===== src/bmw_ram.sv =====
`default_nettype none
module bmw_ram #(
  parameter int WIDTH = 8,
  parameter int DEPTH = 16,
  localparam int AW = (DEPTH > 1) ? $clog2(DEPTH) : 1
) (
  input  wire logic                clk,
  input  wire logic                we,
  input  wire logic [AW-1:0]       waddr,
  input  wire logic [WIDTH-1:0]    wdata,
  input  wire logic [AW-1:0]       raddr,
  output logic      [WIDTH-1:0]    rdata
);
  logic [WIDTH-1:0] mem [DEPTH];

  always_ff @(posedge clk) begin
    if (we) begin
      mem[waddr] <= wdata;
    end
    rdata <= mem[raddr];
  end
endmodule
`default_nettype wire


===== config.mk =====
export PLATFORM = sky130hd
export DESIGN_NAME = bmw_ram
export DESIGN_NICKNAME = d
export VERILOG_FILES = /design/src/bmw_ram.sv
export SDC_FILE = /design/constraint.sdc
export NUM_CORES = 1
export LEC_CHECK = 0
export BUFFER_PORTS_ARGS = -buffer_cell sky130_fd_sc_hd__buf_2
export CAP_MARGIN = 15
export CORE_ASPECT_RATIO = 2
export CORE_MARGIN = 1.5
export CORE_UTILIZATION = 35
export DETAILED_ROUTE_END_ITERATION = 10
export PLACE_DENSITY = 0.49
export SLEW_MARGIN = 10
export SYNTH_ARGS = -nofsm -noshare
export SYNTH_HDL_FRONTEND = slang
export SYNTH_SLANG_ARGS = --single-unit

===== constraint.sdc =====
create_clock -name clk -period 2.2 [get_ports clk]
set_input_delay 0.11 -clock clk [delete_from_list [all_inputs] [get_ports clk]]
set_output_delay 0.11 -clock clk [all_outputs]
set_load 0.01 [all_outputs]

# ---- After elaboration in Yosys (flattened, before gate mapping)
# Memory sizes are Yosys's and may differ from the RTL's. A register that Yosys moved wholly into a read port is not among the register bits.
# Index checks and enable logic that the tools add are counted.
dict set report op_classes {
  n_mux 2
}
# operator n
set op_table {}
lappend op_table {{2-to-1 mux 1 bit} 2}
dict set report totals {
  regBits 0
  ramBits 128
  inputBits 18
  out_inout_bits 8
  word_cells 3
  memories 1
}
# memory depth word_bits read_ports rd_ports_with_merged_regs wr line_no
set mem_list {}
lappend mem_list {mem 16 8 1 1 1 14} ;# logic [WIDTH-1:0] mem [DEPTH];

# ---- Logic depth before layout (Yosys ltp)
# Gate-level depths: netlist of the first run.
dict set report depth {
  word_depth 2
  depth_mapped 5
  depth_no_buf 3
}

# ---- Worst setup path after synthesis of the first run
# Ideal clock, no wire load.
dict set report synth_timing {
  path_type {input -> register}
  start {input waddr[2]}
  end {memory mem[0][0] (enable)}
  setup_time_ps 383
  arrival_ps 1220
  required_ps 1817
  path_slack_ps 597
  cell_stages 2
  path_buffers 0
  cell_sequence {or3b_2 > nor3_1}
}
# element line_no
set synth_lines {}
lappend synth_lines {{start, declared} 9} ;# input wire logic [AW-1:0] waddr,
lappend synth_lines {{end, declared} 14}
# No word-level cell before the write port.

==> run summary, run 1 <==
DR vias/cell - 4.89
Total Neg Setup Slack - 0 ns
Static Leakage - 0.00210 uW
worst vdd ir - 0.000490 V
critical path required time - 2.49 ns
Yosys reg bits - 136
post-CTS setup buffers - 0
status - completed
post-CTS sizing - 0
HP Class - input pin to flip-flop
H-tree depth - 4
CTS buffer count - 17
final period utilization - 0.611
# setup viols final - 0
post-layout util - 0.432
area delta synth->final - 20.5%
routed wire length - 10600 um
sequential element share of the synthesized area - 0.778
Die Area - 0.0155 mm^2
Total Nets Final - 300
Final Hold Viols - 0
PnR worst setup slack - 0.856 ns
drt first pass iters - 4
Critical Path Start Type - flip-flop
vias in the first global route - 2547
unrepaired setup endpoints after global routing - no
Slew Viols, Final - 0
Syn. warnings - 0
antenna cells - 0
Max Root-Sink Buffers - 2
post-layout min period - 1.34 ns
Unique masters post-synth - 19
Placed Area - 0.00559 mm^2
Port Buffer Count - 25
Die X-Extent - 88.8 um
row count - 62
Total GRT Usage - 0.152
share of layout cells above drive strength 1 - 0.312
max_cap viols - 0
CTS clk-pin slew, worst paths - 0.06 ns
design area - 0.00620 mm^2
worst slew pin tran - 0.835 ns
worst skew pair latency - 0.40 ns
relative slew slack - 0.442
pin count of the biggest net entering global routing - 33
CTS root buf - clkbuf_16
drt drc - 0
grt ovf - 0
Setup WS pre-CTS - 0.594 ns
Core Region - 0.0144 mm^2
DP HPWL - 7080 um
Starting Density - 0.359
syn_area_per_cell - 22.5 um^2
critical path data arrival time - 1.64 ns
clk sinks - 136
most frequent cells in the layout - edfxtp_1 (128), buf_2 (25), mux4_2 (18), clkbuf_16 (17), buf_4 (17)
Synth Instances - 229
mean routed wirelength per cell - 21.7 um
skew final - 0.00759 ns
Max Fanout on Critical Path - 1
total number of vias - 2380
Die Y - 175 um
CTS tree - built
Iter 0 DRT Violations - 143
pwr/cell area - 976 mW/mm^2
Mapped Area - 0.00515 mm^2
CP endpoint kind - flip-flop
Hold-fix buffers, CTS - 0
CP Class - flip-flop to flip-flop
f_max - 0.744 GHz
Detail Route Antenna Nets - 0
commonest non-fill, non-tap cell in the layout - edfxtp_1
first-pass GRT wire length - 16000 um
IO Count - 26
initial antenna violation count - 0
Syn Nets - 247
GP Congestion - 0.781
==> worst max-delay path, stage by stage (launching register included) <==
cell and delay [ns]:
edfxtp_1 0.36, mux4_1 0.55, a22oi_1 0.26, nand2_1 0.07
==> cell type report <==
cell class | instances | area, um^2
Fill cell | 1265 | 8150
Sequential cell | 136 | 4000
Timing Repair Buffer | 44 | 293
Tap cell | 192 | 240
Clock inverter | 10 | 146
Multi-Input combinational cell | 83 | 1060
Clock buffer | 22 | 464
==> state kept, by name, indices dropped and copies added (netlist names) <==
name / flops
rdata: 8
mem: 128
==> final timing paths <==
path | from | endpoint | slack [ns] | cells past startpoint
max | mem[0][3]$_DFFE_PP_ | rdata[3]$_DFF_P_ | 0.86 | 3
min | wdata[5] | mem[6][5]$_DFFE_PP_ | 0.09 | 1
max reg2reg | mem[0][3]$_DFFE_PP_ | rdata[3]$_DFF_P_ | 0.86 | 3
min reg2reg | mem[8][2]$_DFFE_PP_ | rdata[2]$_DFF_P_ | 0.68 | 3
==> kinds of logic after synthesis <==
group	Yosys count	synth area share
buffers and inverters	10	0.0168
AND/OR/NAND/NOR	35	0.0318
flip-flops	136	0.778
multiplexers	32	0.150
AO/OA/AOI/OAI	16	0.0233
==> metal layers <==
layer / global-route usage / vias up / wire length (um)
met5: 0 / - / 0
met4: 0.0508 / 0 / 94
met3: 0.0404 / 8 / 310
met2: 0.269 / 46 / 6140
met1: 0.174 / 1243 / 4020
li1: - / 1083 / -
==> metrics by stage <==
step                      hold slack [ns]  instances  power, uW
final                              0.0888        487       6050
after global routing               0.0895        487       6260
after floorplan                     0.209        229       3120
after CTS                          0.0775        487       6130
after detailed placement            0.505        455       3250
after global placement              0.497        455       3240
==> power by group <==
part	internal [uW]	total [uW]	switching, uW
clock	1850	2870	1020
combinational	116	274	158
sequential	2900	2910	13.8
total	4860	6050	1190
==> cells in the mapped netlist <==
cell type        count  area [um^2]
edfxtp_1           128         3840
mux4_2              18          405
a22oi_1             16          120
mux4_1              14          368
nor2_1              13         48.8
nand2_1              9         33.8
dfxtp_1              8          160
nor3_1               4         20.0
buf_2                3         15.0
buf_6                3         33.8
clkdlybuf4s25_2      3         30.0
nand2b_1             2         12.5
nand3b_1             2         15.0
and2_1               1         6.26
and2b_1              1         7.51
buf_4                1         7.51
nand3_1              1         5.00
nor2b_1              1         6.26
or3b_2               1         8.76
No activity file was read; power rests on OpenSTA's default activity.
==> run 2, diff against run 1 <==
--- a/config.mk
+++ b/config.mk
@@ -11,7 +11,7 @@
 export CORE_MARGIN = 1.5
 export CORE_UTILIZATION = 35
 export DETAILED_ROUTE_END_ITERATION = 10
-export PLACE_DENSITY = 0.49
+export PLACE_DENSITY = 0.51
 export SLEW_MARGIN = 10
 export SYNTH_ARGS = -nofsm -noshare
 export SYNTH_HDL_FRONTEND = slang
==> constraint.sdc (replaced) <==
create_clock -name clk -period 1.15 [get_ports clk]
set_input_delay 0.0575 -clock clk [delete_from_list [all_inputs] [get_ports clk]]
set_output_delay 0.0575 -clock clk [all_outputs]
set_load 0.01 [all_outputs]
==> run 2 against run 1 <==
Net effect:
- the run now ends with setup timing left
- non-clock buffer count rose by 10
- clock power rose by 82%
- worst hold slack got worse by 0.060 ns
- largest power group unchanged
- highest routed layer unchanged
==> run summary, run 2 (same netlist as run 1, synthesis figures left out) <==
skew final - 0.00709 ns (was 0.00759 ns)
Sw Share - 0.206 (was 0.197)
mean routed wirelength per cell - 21.0 um (was 21.7 um)
final period utilization - 1.08 (was 0.611)
Clock power frac - 0.458 (was 0.474)
status - complete, but fails checks (was completed)
most frequent cells in the layout - edfxtp_1 (128), mux4_2 (31), buf_2 (25), buf_4 (19), clkbuf_16 (17) (was edfxtp_1 (128), buf_2 (25), mux4_2 (18), clkbuf_16 (17), buf_4 (17))
first-pass GRT wire length - 16100 um (was 16000 um)
Detail Route Antenna Nets - 0 (unchanged)
post-layout min period - 1.25 ns (was 1.34 ns)
max FFs per register - 128 (unchanged)
Crit path buffers/inverters - 0 (unchanged)
row count - 62 (unchanged)
commonest non-fill, non-tap cell in the layout - edfxtp_1 (unchanged)
Slew Viols, Final - 0 (unchanged)
routed wire length - 10400 um (was 10600 um)
Max Root-Sink Buffers - 2 (unchanged)
area delta synth->final - 24.1% (was 20.5%)
cell-internal power - 9060 uW (was 4860 uW)
Total Nets Final - 310 (was 300)
Max Fanout on Critical Path - 1 (unchanged)
Comb power frac - 0.053 (was 0.045)
vias in the first global route - 2659 (was 2547)
relative slew slack - 0.343 (was 0.442)
f_max - 0.802 GHz (was 0.744 GHz)
non-filler instance count after layout - 497 (was 487)
pwr/cell area - 1790 mW/mm^2 (was 976 mW/mm^2)
initial antenna violation count - 0 (unchanged)
share of layout cells above drive strength 1 - 0.439 (was 0.312)
PnR worst setup slack - -0.0964 ns (was 0.856 ns)
CP Class - flip-flop to flip-flop (unchanged)
# setup viols final - 8 (was 0)
CP max-delay cell - mux4_2 (was mux4_1)
Starting Density - 0.359 (unchanged)
Total Neg Setup Slack - -0.626 ns (was 0 ns)
CP endpoint kind - flip-flop (unchanged)
CTS clk-pin slew, worst paths - 0.06 ns (about the same)
# placed instances - 465 (was 455)
CTS root buf - clkbuf_16 (unchanged)
Layout fillers - 1236 (was 1265)
drt drc - 0 (unchanged)
Critical Path Start Type - flip-flop (unchanged)
Static Leakage - 0.00211 uW (was 0.00210 uW)
GP Congestion - 0.735 (was 0.781)
Psw - 2350 uW (was 1190 uW)
max_cap viols - 0 (unchanged)
HP Class - input pin to flip-flop (unchanged)
Iter 0 DRT Violations - 195 (was 143)
Die X-Extent - 88.8 um (unchanged)
largest registers - mem x128, rdata x8 (unchanged)
Final Hold Viols - 0 (unchanged)
DP HPWL - 7240 um (was 7080 um)
total number of vias - 2466 (was 2380)
CTS tree - built (unchanged)
Die Y - 175 um (unchanged)
drt first pass iters - 4 (unchanged)
top register by number of flip-flops - mem (unchanged)
crit-path leading delay family - multiplexers (unchanged)
H-tree depth - 4 (unchanged)
critical path required time - 1.45 ns (was 2.49 ns)
Core Region - 0.0144 mm^2 (unchanged)
worst skew pair latency - 0.41 ns (was 0.40 ns)
Port Buffer Count - 25 (unchanged)
Die Area - 0.0155 mm^2 (unchanged)
CP cell instances - mux4_2 > a22oi_2 > nand2_1 (was mux4_1 > a22oi_1 > nand2_1)
grt ovf - 0 (unchanged)
clk sinks - 136 (unchanged)
DR vias/cell - 4.96 (was 4.89)
failing checks - setup timing
critical path data arrival time - 1.54 ns (was 1.64 ns)
worst vdd ir - 0.000937 V (was 0.000490 V)
worst slew pin tran - 0.982 ns (was 0.835 ns)
pin count of the biggest net entering global routing - 22 (was 33)
unrepaired setup endpoints after global routing - yes (was no)
antenna cells - 0 (unchanged)
Max stage delay on crit path - 0.48 ns (was 0.55 ns)
Total GRT Usage - 0.151 (was 0.152)
Hold-fix buffers, CTS - 0 (unchanged)
CTS buffer count - 17 (unchanged)
post-CTS setup buffers - 0 (unchanged)
IO Count - 26 (unchanged)
Seq pwr share - 0.488 (was 0.481)
[run 2: cell count changes in the layout (fill, tap and decap cells not counted), sizes merged]
cell      previous run  this run
bufinv               3         2
inv                  0         1
buf                 44        54
clkinv               6         5
clkinvlp             1         4
clkbuf              22        20
[run 2: timing repair]
item	CTS	global route
resized for setup	20	4
pin swaps	13	3
gates cloned	0	0
endpoints found under the setup margin	8	8
[run 2: cell type report]
cell class,count,area (um^2),area share
Clock buffer,20,447,0.0699
Clock inverter,12,128,0.0200
Multi-Input combinational cell,83,1100,0.172
Sequential cell,136,4000,0.627
Tap cell,192,240,0.0376
Timing Repair Buffer,54,468,0.0733
[run 2: worst register-to-register path, cell delays in order (launching register included)]
cell and delay (ns):
edfxtp_1 0.37, mux4_2 0.48, a22oi_2 0.20, nand2_1 0.07
[run 2: through the flow]
stage | hold slack, ns | utilization | instance area, um^2 | worst slack [ns] | total power [uW]
6_report | 0.0291 | 0.445 | 6390 | -0.0964 | 11400
5_1_grt | 0.0336 | 0.445 | 6390 | -0.149 | 11800
4_1_cts | 0.0193 | 0.444 | 6370 | -0.104 | 11500
3_5_place_dp | 0.457 | 0.405 | 5810 | -0.371 | 6260
3_3_place_gp | 0.444 | 0.405 | 5810 | -0.372 | 6250
2_1_floorplan | 0.156 | - | 5190 | -0.0440 | 5970
[run 2: path summary, 6_finish.rpt]
path | end | from | slack [ns] | depth (start not counted)
worst max register to register | rdata[2]$_DFF_P_ | mem[2][2]$_DFFE_PP_ | -0.1 | 3
worst max-delay path | rdata[2]$_DFF_P_ | mem[2][2]$_DFFE_PP_ | -0.1 | 3
worst min-delay path | mem[10][7]$_DFFE_PP_ | wdata[7] | 0.03 | 1
worst min register to register | rdata[1]$_DFF_P_ | mem[14][1]$_DFFE_PP_ | 0.67 | 3
[run 2: power by group through the flow]
stage / logic, uW / clock network, uW / registers [uW]
after global routing: 659 / 5510 / 5580
after detailed placement: 587 / 0 / 5680
after CTS: 616 / 5330 / 5570
after floorplan: 291 / 0 / 5680
final: 606 / 5230 / 5570
after global placement: 578 / 0 / 5670
[run 2: metal layers]
| layer | vias to the layer above | global-route usage | wire [um] |
|---|---|---|---|
| li1 | 1090 | - | - |
| met5 | - | 0 | 0 |
| met4 | 0 | 0.0618 | 212 |
| met2 | 48 | 0.267 | 6110 |
| met1 | 1314 | 0.168 | 3810 |
| met3 | 14 | 0.0404 | 289 |
